## config.mk

```make
export PLATFORM = sky130hd
export DESIGN_NAME = animation_timeline_timer_top_flat
export DESIGN_NICKNAME = d
export VERILOG_FILES = /design/src/rtl/att_pkg.sv /design/src/rtl/att_cmd_if.sv /design/src/rtl/att_status_if.sv /design/src/rtl/animation_timeline_timer_top.sv /design/src/flat_wrapper.sv
export SDC_FILE = /design/constraint.sdc
export NUM_CORES = 1
export LEC_CHECK = 0
export BUFFER_PORTS_ARGS = -buffer_cell sky130_fd_sc_hd__clkbuf_2
export CORE_MARGIN = 2
export CORE_UTILIZATION = 55
export DETAILED_ROUTE_END_ITERATION = 6
export GPL_TIMING_DRIVEN = 0
export PLACE_DENSITY_LB_ADDON = 0.25
export RECOVER_POWER = 100
export SYNTH_ARGS = -nofsm -noshare
export SYNTH_HDL_FRONTEND = slang
export SYNTH_SLANG_ARGS = --single-unit
```

## constraint.sdc

```tcl
create_clock -name clk -period 5.4 [get_ports clk]
set_input_delay 1.08 -clock clk [delete_from_list [all_inputs] [get_ports clk]]
set_output_delay 1.08 -clock clk [all_outputs]
set_load 0.02 [all_outputs]
```

## src/rtl/att_pkg.sv

```systemverilog
// Shared widths, codes and register indexes of the animation timeline timer.
package att_pkg;

    localparam int NUM_EVENTS = 4;
    localparam int TIME_W     = 16;
    localparam int PROG_W     = 17;
    localparam int CMD_W      = 2;
    localparam int MODE_W     = 2;
    localparam int CFG_IDX_W  = 3;
    localparam int CFG_DATA_W = 17;
    localparam int CNT_W      = 5;

    // Divider pass lengths: progress needs sixteen fraction bits, the wrap
    // modulo a seventeen-bit dividend.
    localparam logic [CNT_W-1:0] PROG_STEPS = CNT_W'(16);
    localparam logic [CNT_W-1:0] MOD_STEPS  = CNT_W'(17);

    localparam logic [PROG_W-1:0] ONE_Q16      = 17'h10000;
    localparam logic [TIME_W-1:0] DURATION_RST = 16'd1000;

    typedef enum logic [CMD_W-1:0] {
        CMD_START   = 2'd0,
        CMD_STOP    = 2'd1,
        CMD_ADVANCE = 2'd2
    } cmd_t;

    localparam logic [MODE_W-1:0] MODE_ONCE     = 2'd0;
    localparam logic [MODE_W-1:0] MODE_LOOP     = 2'd1;
    localparam logic [MODE_W-1:0] MODE_PINGPONG = 2'd2;

    localparam logic [CFG_IDX_W-1:0] REG_DURATION  = 3'd0;
    localparam logic [CFG_IDX_W-1:0] REG_PLAY_MODE = 3'd1;
    localparam logic [CFG_IDX_W-1:0] REG_EVENT_EN  = 3'd2;
    localparam logic [CFG_IDX_W-1:0] REG_EVENT_AT0 = 3'd3;
    localparam logic [CFG_IDX_W-1:0] REG_EVENT_AT1 = 3'd4;
    localparam logic [CFG_IDX_W-1:0] REG_EVENT_AT2 = 3'd5;
    localparam logic [CFG_IDX_W-1:0] REG_EVENT_AT3 = 3'd6;

endpackage

```

## src/rtl/att_cmd_if.sv

```systemverilog
// Command channel of the timeline timer: valid/ready with cmd and dt.
interface att_cmd_if;
    import att_pkg::*;

    logic                valid;
    logic                ready;
    logic [CMD_W-1:0]    cmd;
    logic [TIME_W-1:0]   dt;

    modport source (output valid, output cmd, output dt, input ready);
    modport sink   (input valid, input cmd, input dt, output ready);
endinterface

```

## src/rtl/att_status_if.sv

```systemverilog
// Status channel of the timeline timer: valid/ready with one step result.
interface att_status_if;
    import att_pkg::*;

    logic                   valid;
    logic                   ready;
    logic [TIME_W-1:0]      time_now;
    logic [PROG_W-1:0]      progress;
    logic                   playing;
    logic                   reversing;
    logic [NUM_EVENTS-1:0]  events_fired;
    logic                   completed;

    modport source (output valid, output time_now, output progress, output playing,
                    output reversing, output events_fired, output completed,
                    input ready);
    modport sink   (input valid, input time_now, input progress, input playing,
                    input reversing, input events_fired, input completed,
                    output ready);
endinterface

```

## src/rtl/animation_timeline_timer_top.sv

```systemverilog
// Top level of the timeline timer: sequencer around one shared restoring divider.
//
//  channel     | dir | request                   | handshake
//  ------------+-----+---------------------------+------------------
//  cmd_ch      | in  | cmd, dt                   | valid / ready
//  status_ch   | out | time_now .. completed     | valid / ready
//  cfg         | in  | cfg_index, cfg_data       | cfg_we, no stall
//
//  Start, stop and advance-while-stopped run at most one divide; an advance
//  that moves the timeline runs up to three, then waits on status_ch.ready.
//  The one shared divider resolves one bit per cycle: 16 steps per progress
//  value (one before and one after the wrap) and 17 steps per loop wrap.
//  cmd_ch.ready is high only in idle; a result holds until taken.
//  Reset clears the timeline state and loads the register defaults.
module animation_timeline_timer_top (
    input  logic                            clk,
    input  logic                            rst_n,
    input  logic                            cfg_we,
    input  logic [att_pkg::CFG_IDX_W-1:0]   cfg_index,
    input  logic [att_pkg::CFG_DATA_W-1:0]  cfg_data,
    att_cmd_if.sink                         cmd_ch,
    att_status_if.source                    status_ch
);
    import att_pkg::*;

    typedef enum logic [7:0] {
        S_IDLE = 8'b0000_0001,
        S_PRE  = 8'b0000_0010,
        S_DIV1 = 8'b0000_0100,
        S_EVT  = 8'b0000_1000,
        S_MOD  = 8'b0001_0000,
        S_PRE2 = 8'b0010_0000,
        S_DIV2 = 8'b0100_0000,
        S_OUT  = 8'b1000_0000
    } state_t;

    state_t state_reg, state_next;

    // configuration
    logic [TIME_W-1:0]      dur_reg, dur_next;
    logic [MODE_W-1:0]      mode_reg, mode_next;
    logic [NUM_EVENTS-1:0]  en_reg, en_next;
    logic [PROG_W-1:0]      at_reg [NUM_EVENTS];
    logic [PROG_W-1:0]      at_next [NUM_EVENTS];

    // timeline state
    logic [TIME_W-1:0]      pos_reg, pos_next;
    logic                   running_reg, running_next;
    logic                   backward_reg, backward_next;
    logic [NUM_EVENTS-1:0]  marks_reg, marks_next;

    // per-step working values
    logic signed [TIME_W+1:0] t_reg, t_next;
    logic [PROG_W-1:0]      p_reg, p_next;
    logic [PROG_W-1:0]      prog_reg, prog_next;
    logic [NUM_EVENTS-1:0]  fired_reg, fired_next;
    logic                   done_reg, done_next;
    logic                   wrap_lo_reg, wrap_lo_next;

    // shared divider
    logic [TIME_W-1:0]      rem_reg, rem_next;
    logic [TIME_W:0]        quo_reg, quo_next;
    logic [CNT_W-1:0]       cnt_reg, cnt_next;

    logic [TIME_W-1:0]      eff_d;
    logic signed [TIME_W+1:0] d_s;
    logic signed [TIME_W+1:0] t_adv, t_m1, t_neg;
    logic [TIME_W:0]        rem_sh, rem_sub;
    logic                   ge;
    logic [TIME_W-1:0]      rem_step;
    logic                   t_le0, t_ge_d, t_gt_d;
    logic [NUM_EVENTS-1:0]  hit;

    assign eff_d = (dur_reg == '0) ? TIME_W'(1) : dur_reg;
    assign d_s   = $signed({2'b00, eff_d});

    // one restoring step: shift in the next dividend bit, subtract if it fits
    assign rem_sh   = {rem_reg, quo_reg[TIME_W]};
    assign rem_sub  = rem_sh - {1'b0, eff_d};
    assign ge       = (rem_sh >= {1'b0, eff_d});
    assign rem_step = ge ? rem_sub[TIME_W-1:0] : rem_sh[TIME_W-1:0];

    assign t_adv = backward_reg ? ($signed({2'b00, pos_reg}) - $signed({2'b00, cmd_ch.dt}))
                                : ($signed({2'b00, pos_reg}) + $signed({2'b00, cmd_ch.dt}));
    assign t_m1  = t_reg - 18'sd1;
    assign t_neg = -t_reg;
    assign t_le0  = t_reg[TIME_W+1] || (t_reg == '0);
    assign t_ge_d = (t_reg >= d_s);
    assign t_gt_d = (t_reg > d_s);

    always_comb
    begin
        for (int i = 0; i < NUM_EVENTS; i++)
        begin
            hit[i] = en_reg[i] && !marks_reg[i] && (p_reg >= at_reg[i]);
        end
    end

    always_comb
    begin
        state_next    = state_reg;
        dur_next      = dur_reg;
        mode_next     = mode_reg;
        en_next       = en_reg;
        at_next       = at_reg;
        pos_next      = pos_reg;
        running_next  = running_reg;
        backward_next = backward_reg;
        marks_next    = marks_reg;
        t_next        = t_reg;
        p_next        = p_reg;
        prog_next     = prog_reg;
        fired_next    = fired_reg;
        done_next     = done_reg;
        wrap_lo_next  = wrap_lo_reg;
        rem_next      = rem_reg;
        quo_next      = quo_reg;
        cnt_next      = cnt_reg;

        if (cfg_we)
        begin
            case (cfg_index)
                REG_DURATION:  dur_next   = cfg_data[TIME_W-1:0];
                REG_PLAY_MODE: mode_next  = cfg_data[MODE_W-1:0];
                REG_EVENT_EN:  en_next    = cfg_data[NUM_EVENTS-1:0];
                REG_EVENT_AT0: at_next[0] = cfg_data[PROG_W-1:0];
                REG_EVENT_AT1: at_next[1] = cfg_data[PROG_W-1:0];
                REG_EVENT_AT2: at_next[2] = cfg_data[PROG_W-1:0];
                REG_EVENT_AT3: at_next[3] = cfg_data[PROG_W-1:0];
                default: ;
            endcase
        end

        case (state_reg)
            S_IDLE:
            begin
                if (cmd_ch.valid)
                begin
                    fired_next = '0;
                    done_next  = 1'b0;
                    state_next = S_PRE2;
                    case (cmd_ch.cmd)
                        CMD_START:
                        begin
                            pos_next      = '0;
                            running_next  = 1'b1;
                            backward_next = 1'b0;
                            marks_next    = '0;
                        end
                        CMD_STOP:
                        begin
                            running_next = 1'b0;
                        end
                        CMD_ADVANCE:
                        begin
                            if (running_reg)
                            begin
                                t_next     = t_adv;
                                state_next = S_PRE;
                            end
                        end
                        default: ;
                    endcase
                end
            end

            S_PRE:
            begin
                if (t_le0)
                begin
                    p_next     = '0;
                    state_next = S_EVT;
                end
                else if (t_ge_d)
                begin
                    p_next     = ONE_Q16;
                    state_next = S_EVT;
                end
                else
                begin
                    rem_next   = t_reg[TIME_W-1:0];
                    quo_next   = '0;
                    cnt_next   = PROG_STEPS;
                    state_next = S_DIV1;
                end
            end

            S_DIV1:
            begin
                if (cnt_reg != '0)
                begin
                    rem_next = rem_step;
                    quo_next = {quo_reg[TIME_W-1:0], ge};
                    cnt_next = cnt_reg - CNT_W'(1);
                end
                else
                begin
                    p_next     = {1'b0, quo_reg[TIME_W-1:0]};
                    state_next = S_EVT;
                end
            end

            S_EVT:
            begin
                // fire events on the unwrapped time, then wrap, clamp or reflect
                marks_next = marks_reg | hit;
                fired_next = hit;
                state_next = S_PRE2;
                if (mode_reg == MODE_LOOP)
                begin
                    if (t_gt_d)
                    begin
                        wrap_lo_next = 1'b0;
                        done_next    = !backward_reg;
                        rem_next     = '0;
                        quo_next     = t_m1[TIME_W:0];
                        cnt_next     = MOD_STEPS;
                        state_next   = S_MOD;
                    end
                    else if (t_reg[TIME_W+1])
                    begin
                        wrap_lo_next = 1'b1;
                        done_next    = backward_reg;
                        rem_next     = '0;
                        quo_next     = {1'b0, t_neg[TIME_W-1:0]};
                        cnt_next     = MOD_STEPS;
                        state_next   = S_MOD;
                    end
                    else
                    begin
                        pos_next = t_reg[TIME_W-1:0];
                    end
                end
                else if (mode_reg == MODE_PINGPONG)
                begin
                    if (t_gt_d)
                    begin
                        pos_next      = eff_d;
                        backward_next = 1'b1;
                    end
                    else if (t_reg[TIME_W+1])
                    begin
                        pos_next      = '0;
                        backward_next = 1'b0;
                        done_next     = 1'b1;
                    end
                    else
                    begin
                        pos_next = t_reg[TIME_W-1:0];
                    end
                end
                else
                begin
                    if (t_ge_d)
                    begin
                        pos_next     = eff_d;
                        running_next = 1'b0;
                        done_next    = 1'b1;
                    end
                    else if (t_reg[TIME_W+1])
                    begin
                        pos_next     = '0;
                        running_next = 1'b0;
                    end
                    else
                    begin
                        pos_next = t_reg[TIME_W-1:0];
                    end
                end
            end

            S_MOD:
            begin
                if (cnt_reg != '0)
                begin
                    rem_next = rem_step;
                    quo_next = {quo_reg[TIME_W-1:0], ge};
                    cnt_next = cnt_reg - CNT_W'(1);
                end
                else
                begin
                    // upper wrap lands in 1..d, lower wrap in 0..d-1
                    if (wrap_lo_reg)
                    begin
                        pos_next = (rem_reg == '0) ? '0 : (eff_d - rem_reg);
                    end
                    else
                    begin
                        pos_next = rem_reg + TIME_W'(1);
                    end
                    state_next = S_PRE2;
                end
            end

            S_PRE2:
            begin
                if (pos_reg == '0)
                begin
                    prog_next  = '0;
                    state_next = S_OUT;
                end
                else if (pos_reg >= eff_d)
                begin
                    prog_next  = ONE_Q16;
                    state_next = S_OUT;
                end
                else
                begin
                    rem_next   = pos_reg;
                    quo_next   = '0;
                    cnt_next   = PROG_STEPS;
                    state_next = S_DIV2;
                end
            end

            S_DIV2:
            begin
                if (cnt_reg != '0)
                begin
                    rem_next = rem_step;
                    quo_next = {quo_reg[TIME_W-1:0], ge};
                    cnt_next = cnt_reg - CNT_W'(1);
                end
                else
                begin
                    prog_next  = {1'b0, quo_reg[TIME_W-1:0]};
                    state_next = S_OUT;
                end
            end

            S_OUT:
            begin
                if (status_ch.ready)
                begin
                    state_next = S_IDLE;
                end
            end

            default:
            begin
                state_next = S_IDLE;
            end
        endcase
    end

    always_ff @(posedge clk or negedge rst_n)
    begin
        if (!rst_n)
        begin
            state_reg    <= S_IDLE;
            dur_reg      <= DURATION_RST;
            mode_reg     <= MODE_ONCE;
            en_reg       <= '0;
            for (int i = 0; i < NUM_EVENTS; i++)
            begin
                at_reg[i] <= '0;
            end
            pos_reg      <= '0;
            running_reg  <= 1'b0;
            backward_reg <= 1'b0;
            marks_reg    <= '0;
        end
        else
        begin
            state_reg    <= state_next;
            dur_reg      <= dur_next;
            mode_reg     <= mode_next;
            en_reg       <= en_next;
            at_reg       <= at_next;
            pos_reg      <= pos_next;
            running_reg  <= running_next;
            backward_reg <= backward_next;
            marks_reg    <= marks_next;
        end
    end

    always_ff @(posedge clk)
    begin
        t_reg       <= t_next;
        p_reg       <= p_next;
        prog_reg    <= prog_next;
        fired_reg   <= fired_next;
        done_reg    <= done_next;
        wrap_lo_reg <= wrap_lo_next;
        rem_reg     <= rem_next;
        quo_reg     <= quo_next;
        cnt_reg     <= cnt_next;
    end

    assign cmd_ch.ready           = (state_reg == S_IDLE);
    assign status_ch.valid        = (state_reg == S_OUT);
    assign status_ch.time_now     = pos_reg;
    assign status_ch.progress     = prog_reg;
    assign status_ch.playing      = running_reg;
    assign status_ch.reversing    = backward_reg;
    assign status_ch.events_fired = fired_reg;
    assign status_ch.completed    = done_reg;

    a_no_overlap: assert property (@(posedge clk) disable iff (!rst_n)
        !(cmd_ch.ready && status_ch.valid))
        else $error("command taken while a result is pending");

    a_prog_range: assert property (@(posedge clk) disable iff (!rst_n)
        status_ch.valid |-> (status_ch.progress <= ONE_Q16))
        else $error("progress above one");

    a_fired_marked: assert property (@(posedge clk) disable iff (!rst_n)
        status_ch.valid |-> ((status_ch.events_fired & ~marks_reg) == '0))
        else $error("event reported without its fired mark");

    a_div_range: assert property (@(posedge clk) disable iff (!rst_n)
        (state_reg == S_DIV1) |-> ((t_reg > 18'sd0) && (t_reg < d_s)))
        else $error("progress divide started outside the open range");

endmodule
```

## src/flat_wrapper.sv

```systemverilog
// flat-port wrapper written by rule: the top's interface ports become plain ports
module animation_timeline_timer_top_flat import att_pkg::*;
  (clk, rst_n, cfg_we, cfg_index, cfg_data, cmd_ch_valid, cmd_ch_cmd, cmd_ch_dt, cmd_ch_ready, status_ch_valid, status_ch_time_now, status_ch_progress, status_ch_playing, status_ch_reversing, status_ch_events_fired, status_ch_completed, status_ch_ready);
  att_cmd_if cmd_ch_i ();
  att_status_if status_ch_i ();
  input  logic clk;
  input  logic rst_n;
  input  logic cfg_we;
  input  logic [att_pkg::CFG_IDX_W-1:0] cfg_index;
  input  logic [att_pkg::CFG_DATA_W-1:0] cfg_data;
  input wire logic [$bits(cmd_ch_i.valid)-1:0] cmd_ch_valid;
  input wire logic [$bits(cmd_ch_i.cmd)-1:0] cmd_ch_cmd;
  input wire logic [$bits(cmd_ch_i.dt)-1:0] cmd_ch_dt;
  output wire logic [$bits(cmd_ch_i.ready)-1:0] cmd_ch_ready;
  output wire logic [$bits(status_ch_i.valid)-1:0] status_ch_valid;
  output wire logic [$bits(status_ch_i.time_now)-1:0] status_ch_time_now;
  output wire logic [$bits(status_ch_i.progress)-1:0] status_ch_progress;
  output wire logic [$bits(status_ch_i.playing)-1:0] status_ch_playing;
  output wire logic [$bits(status_ch_i.reversing)-1:0] status_ch_reversing;
  output wire logic [$bits(status_ch_i.events_fired)-1:0] status_ch_events_fired;
  output wire logic [$bits(status_ch_i.completed)-1:0] status_ch_completed;
  input wire logic [$bits(status_ch_i.ready)-1:0] status_ch_ready;
  assign cmd_ch_i.valid = cmd_ch_valid;
  assign cmd_ch_i.cmd = cmd_ch_cmd;
  assign cmd_ch_i.dt = cmd_ch_dt;
  assign cmd_ch_ready = cmd_ch_i.ready;
  assign status_ch_valid = status_ch_i.valid;
  assign status_ch_time_now = status_ch_i.time_now;
  assign status_ch_progress = status_ch_i.progress;
  assign status_ch_playing = status_ch_i.playing;
  assign status_ch_reversing = status_ch_i.reversing;
  assign status_ch_events_fired = status_ch_i.events_fired;
  assign status_ch_completed = status_ch_i.completed;
  assign status_ch_i.ready = status_ch_ready;
  animation_timeline_timer_top u_core (.clk(clk), .rst_n(rst_n), .cfg_we(cfg_we), .cfg_index(cfg_index), .cfg_data(cfg_data), .cmd_ch(cmd_ch_i), .status_ch(status_ch_i));
endmodule
```

==> results.md <==
- Status: complete, but fails checks
- Failing checks: max-capacitance violations, max-slew violations
- Sequential element share of the synthesized area: 0.383
- Syn avg cell area: 9.69 um2
- Worst hold-check slack: 497 ps
- Upper clock frequency limit: 197 MHz
- Setup violations, final: 0
- Net count of the finished layout: 1,916
- Post-route DRC violation count: 0
- Worst path cell trace: nor4_1, a41oi_1, inv_1, ha_1, nand2b_1, a21o_1, a21oi_1, o21ai_0, a21oi_1, o41ai_1, o21ai_0, nor2_2
- Worst-path maximum fanout: 17
- Cell type with the largest total area after synthesis: sky130_fd_sc_hd__edfxtp_1
- Post-synth EDFFs: 96
- Max VDD drop: 0.282 mV
- Async set-reset flop share out of synthesis: 0.556
- Hold WC Path Type: reg -> reg
- Number of optimization iterations in the first detailed-route pass: 7
- Core area: 0.0276 mm2
- Normalized max-slew margin: -0.515
- Vias per Instance: 6.17
- Worst setup path startpoint: u_core.dur_reg[8]
- CTS sink cnt: 216
- Post-route setup TNS: 0 ps
- Tightest Pin Transition: 2270 ps
- Worst-case clock buffer depth: 3
- Max-capacitance violation count: 3
- Hold Path Origin: u_core.marks_reg[2]
- Total number of placement rows: 61
- H-tree lvl count: 1
- Placer congestion estimate: 1.00
- Count of buffers added by post-CTS timing repair for setup: 0
- Beginning of the worst register-to-register path: u_core.dur_reg[8]
- Post-synthesis instance area: 0.0154 mm2
- Number of instances in the synthesized netlist: 1,588
- Max-slew violation count: 142
- Unrepaired setup endpoints after global routing: false
- Number of warnings reported in the yosys synthesis log: 0
- Clk slew on worst S/H paths: 60 ps
- Time the worst path needs with I/O delays and setup: 5070 ps
- Synth Flop Type: sky130_fd_sc_hd__dfrtp_1
- Global-route wire length before repair: 69,800 um
- Dpl ws: 117 ps
- Number of primary I/O pins: 85
- Hpwl dp: 35,000 um
- Die outline area: 0.0293 mm2
- Syn-to-layout area delta: 11.0%
- Hold Violations, Final: 0
- Number of distinct library cell variants in the gate-level netlist after synthesis: 81
- Dominant cell by count in the synthesized netlist: sky130_fd_sc_hd__ha_1
- Buffer and inverter count on the worst path: 1
- Min setup slack post-route: 335 ps
- CP delay by family, top: compound AO/OA/AOI/OAI gates
- Clock insertion delay at the later pin of the skew report: 540 ps
- Count of cells resized by post-cts repair: 0
- Total routing usage reported by global routing: 0.312
- Largest register FFs: 68
- Antenna-violating nets left: 0
- Number of hold buffers added after CTS: 0
- Post-synthesis register bit count: 216
- Commonest cells in the netlist: sky130_fd_sc_hd__ha_1 (168), sky130_fd_sc_hd__inv_1 (144), sky130_fd_sc_hd__dfrtp_1 (113), sky130_fd_sc_hd__nand2_1 (107), sky130_fd_sc_hd__o21ai_0 (106)
- Via count of the first global-routing pass: 12,200
- Die boundary height: 171 um
- FF-to-FF setup slack: 330 ps
- TritonCTS clock tree: done
- Horizontal extent of the die: 171 um
- Most area-consuming cells after synthesis: sky130_fd_sc_hd__edfxtp_1 (19%), sky130_fd_sc_hd__dfrtp_1 (18%), sky130_fd_sc_hd__ha_1 (14%)
- Total overflow reported by the global router: 0
- Endpoint required time on the critical path: 5570 ps
- Routed length per instance: 21.6 um
- Clk root buf: sky130_fd_sc_hd__clkbuf_16
- Initial Util: 0.557
- Kind of end point of the critical path: flip-flop
- Proportion of layout cells with a drive suffix above 1: 0.0959
- Port buffer count: 82
- Worst-case clock skew: 12.3 ps
- Data arrival, critical path: 5230 ps
- Share of the synthesized area in the top cell type: 0.187
- Drt first-iter violations: 1,272
- DR vias: 12,900
- Leakage power figure: 7.20 nW
- Slowest stage cell, crit path: sky130_fd_sc_hd__o41ai_1
- Maximum single-stage delay on the critical path: 1050 ps
- Total nets after synthesis: 1,803
- Share of the clock period used by the worst path after layout: 0.938
- CP Launch Type: flip-flop
- Pin count of the biggest net entering global routing: 88
- Type of the setup path with the least slack: reg -> reg
- Total CTS buffers: 26
- Initial antenna violation count: 0
- Total detailed-routing wirelength: 45,300 um
- Final core utilization: 0.618
- PD cells: 434 mW/mm2
-- layout by cell type, fill, tap and decap left out, types with 13 or more instances in the layout --
cell,netlist,routed
sky130_fd_sc_hd__a211oi_1,15,15
sky130_fd_sc_hd__a21o_1,29,29
sky130_fd_sc_hd__a21oi_1,81,81
sky130_fd_sc_hd__a22oi_1,21,21
sky130_fd_sc_hd__and2_0,0,30
sky130_fd_sc_hd__and3_1,14,13
sky130_fd_sc_hd__clkbuf_1,57,114
sky130_fd_sc_hd__clkbuf_16,0,27
sky130_fd_sc_hd__clkbuf_2,0,38
sky130_fd_sc_hd__dfrtp_1,113,113
sky130_fd_sc_hd__edfxtp_1,96,96
sky130_fd_sc_hd__ha_1,168,168
sky130_fd_sc_hd__inv_1,144,144
sky130_fd_sc_hd__mux2_2,60,60
sky130_fd_sc_hd__mux2i_1,22,22
sky130_fd_sc_hd__nand2_1,107,109
sky130_fd_sc_hd__nand2b_1,17,17
sky130_fd_sc_hd__nand3_1,29,29
sky130_fd_sc_hd__nand4_1,19,19
sky130_fd_sc_hd__nor2_1,82,81
sky130_fd_sc_hd__nor2b_1,22,22
sky130_fd_sc_hd__nor3_1,35,35
sky130_fd_sc_hd__nor4_1,16,17
sky130_fd_sc_hd__o21a_1,19,19
sky130_fd_sc_hd__o21ai_0,106,106
sky130_fd_sc_hd__xnor2_1,62,62
sky130_fd_sc_hd__xor2_1,20,20
-- power breakdown --
part	total (mW)	internal (mW)	switching (mW)
Combinational	3.02	1.24	1.78
Sequential	2.54	2.12	0.421
Clock	1.85	1.13	0.719
-- cell type report --
cell class                 instances  area [um2]
clock inverter                    14         186
inverter                         144         541
multi-input combinational       1163        8640
sequential                       216        5890
timing repair buffer              85         368
clock buffer                      34         722
tap                              378         473
fill                            2410       10600
antenna                            1        2.50
buffer                            65         253
-- per-stage QoR --
| step | instances | instance area (um2) | power (mW) |
|---|---|---|---|
| 2_1_floorplan | 1588 | 15400 | 4.65 |
| 3_3_place_gp | 2048 | 16300 | 5.48 |
| 3_5_place_dp | 2051 | 16300 | 5.57 |
| 4_1_cts | 2099 | 17300 | 7.43 |
| 5_1_grt | 2099 | 17100 | 7.87 |
| 6_report | 2100 | 17100 | 7.42 |
-- per-layer routing --
metal	GRT usage	up-vias	part of all wire
li1	-	6014	-
met1	0.418	6204	0.42
met2	0.496	574	0.45
met3	0.0545	157	0.078
met4	0.145	0	0.053
met5	0	-	0
-- path summary, 6_finish.rpt --
check,to,depth (start not counted)
setup / recovery,u_core.status_ch.progress[5],12
hold / removal,u_core.marks_reg[2],1
setup reg to reg,u_core.status_ch.progress[5],12
hold reg to reg,u_core.marks_reg[2],1
max in group asynchronous,u_core.at_reg[61],2
min in group asynchronous,u_core.state_reg[7],1
-- logic make-up (layout without fill, tap and decap cells) --
kind of cell | Yosys count | in the layout | share of synthesized area
xor gates and xnor gates | 82 | 82 | 0.0467
AOI/OAI and AO/OA | 391 | 391 | 0.169
other | 0 | 1 | 0
muxes | 82 | 82 | 0.0582
and+or+nand+nor | 435 | 435 | 0.148
adders and majority gates | 173 | 173 | 0.142
buffers and inverters | 209 | 342 | 0.0526
DFF | 216 | 216 | 0.383
No activity file was read; power rests on OpenSTA's default activity.
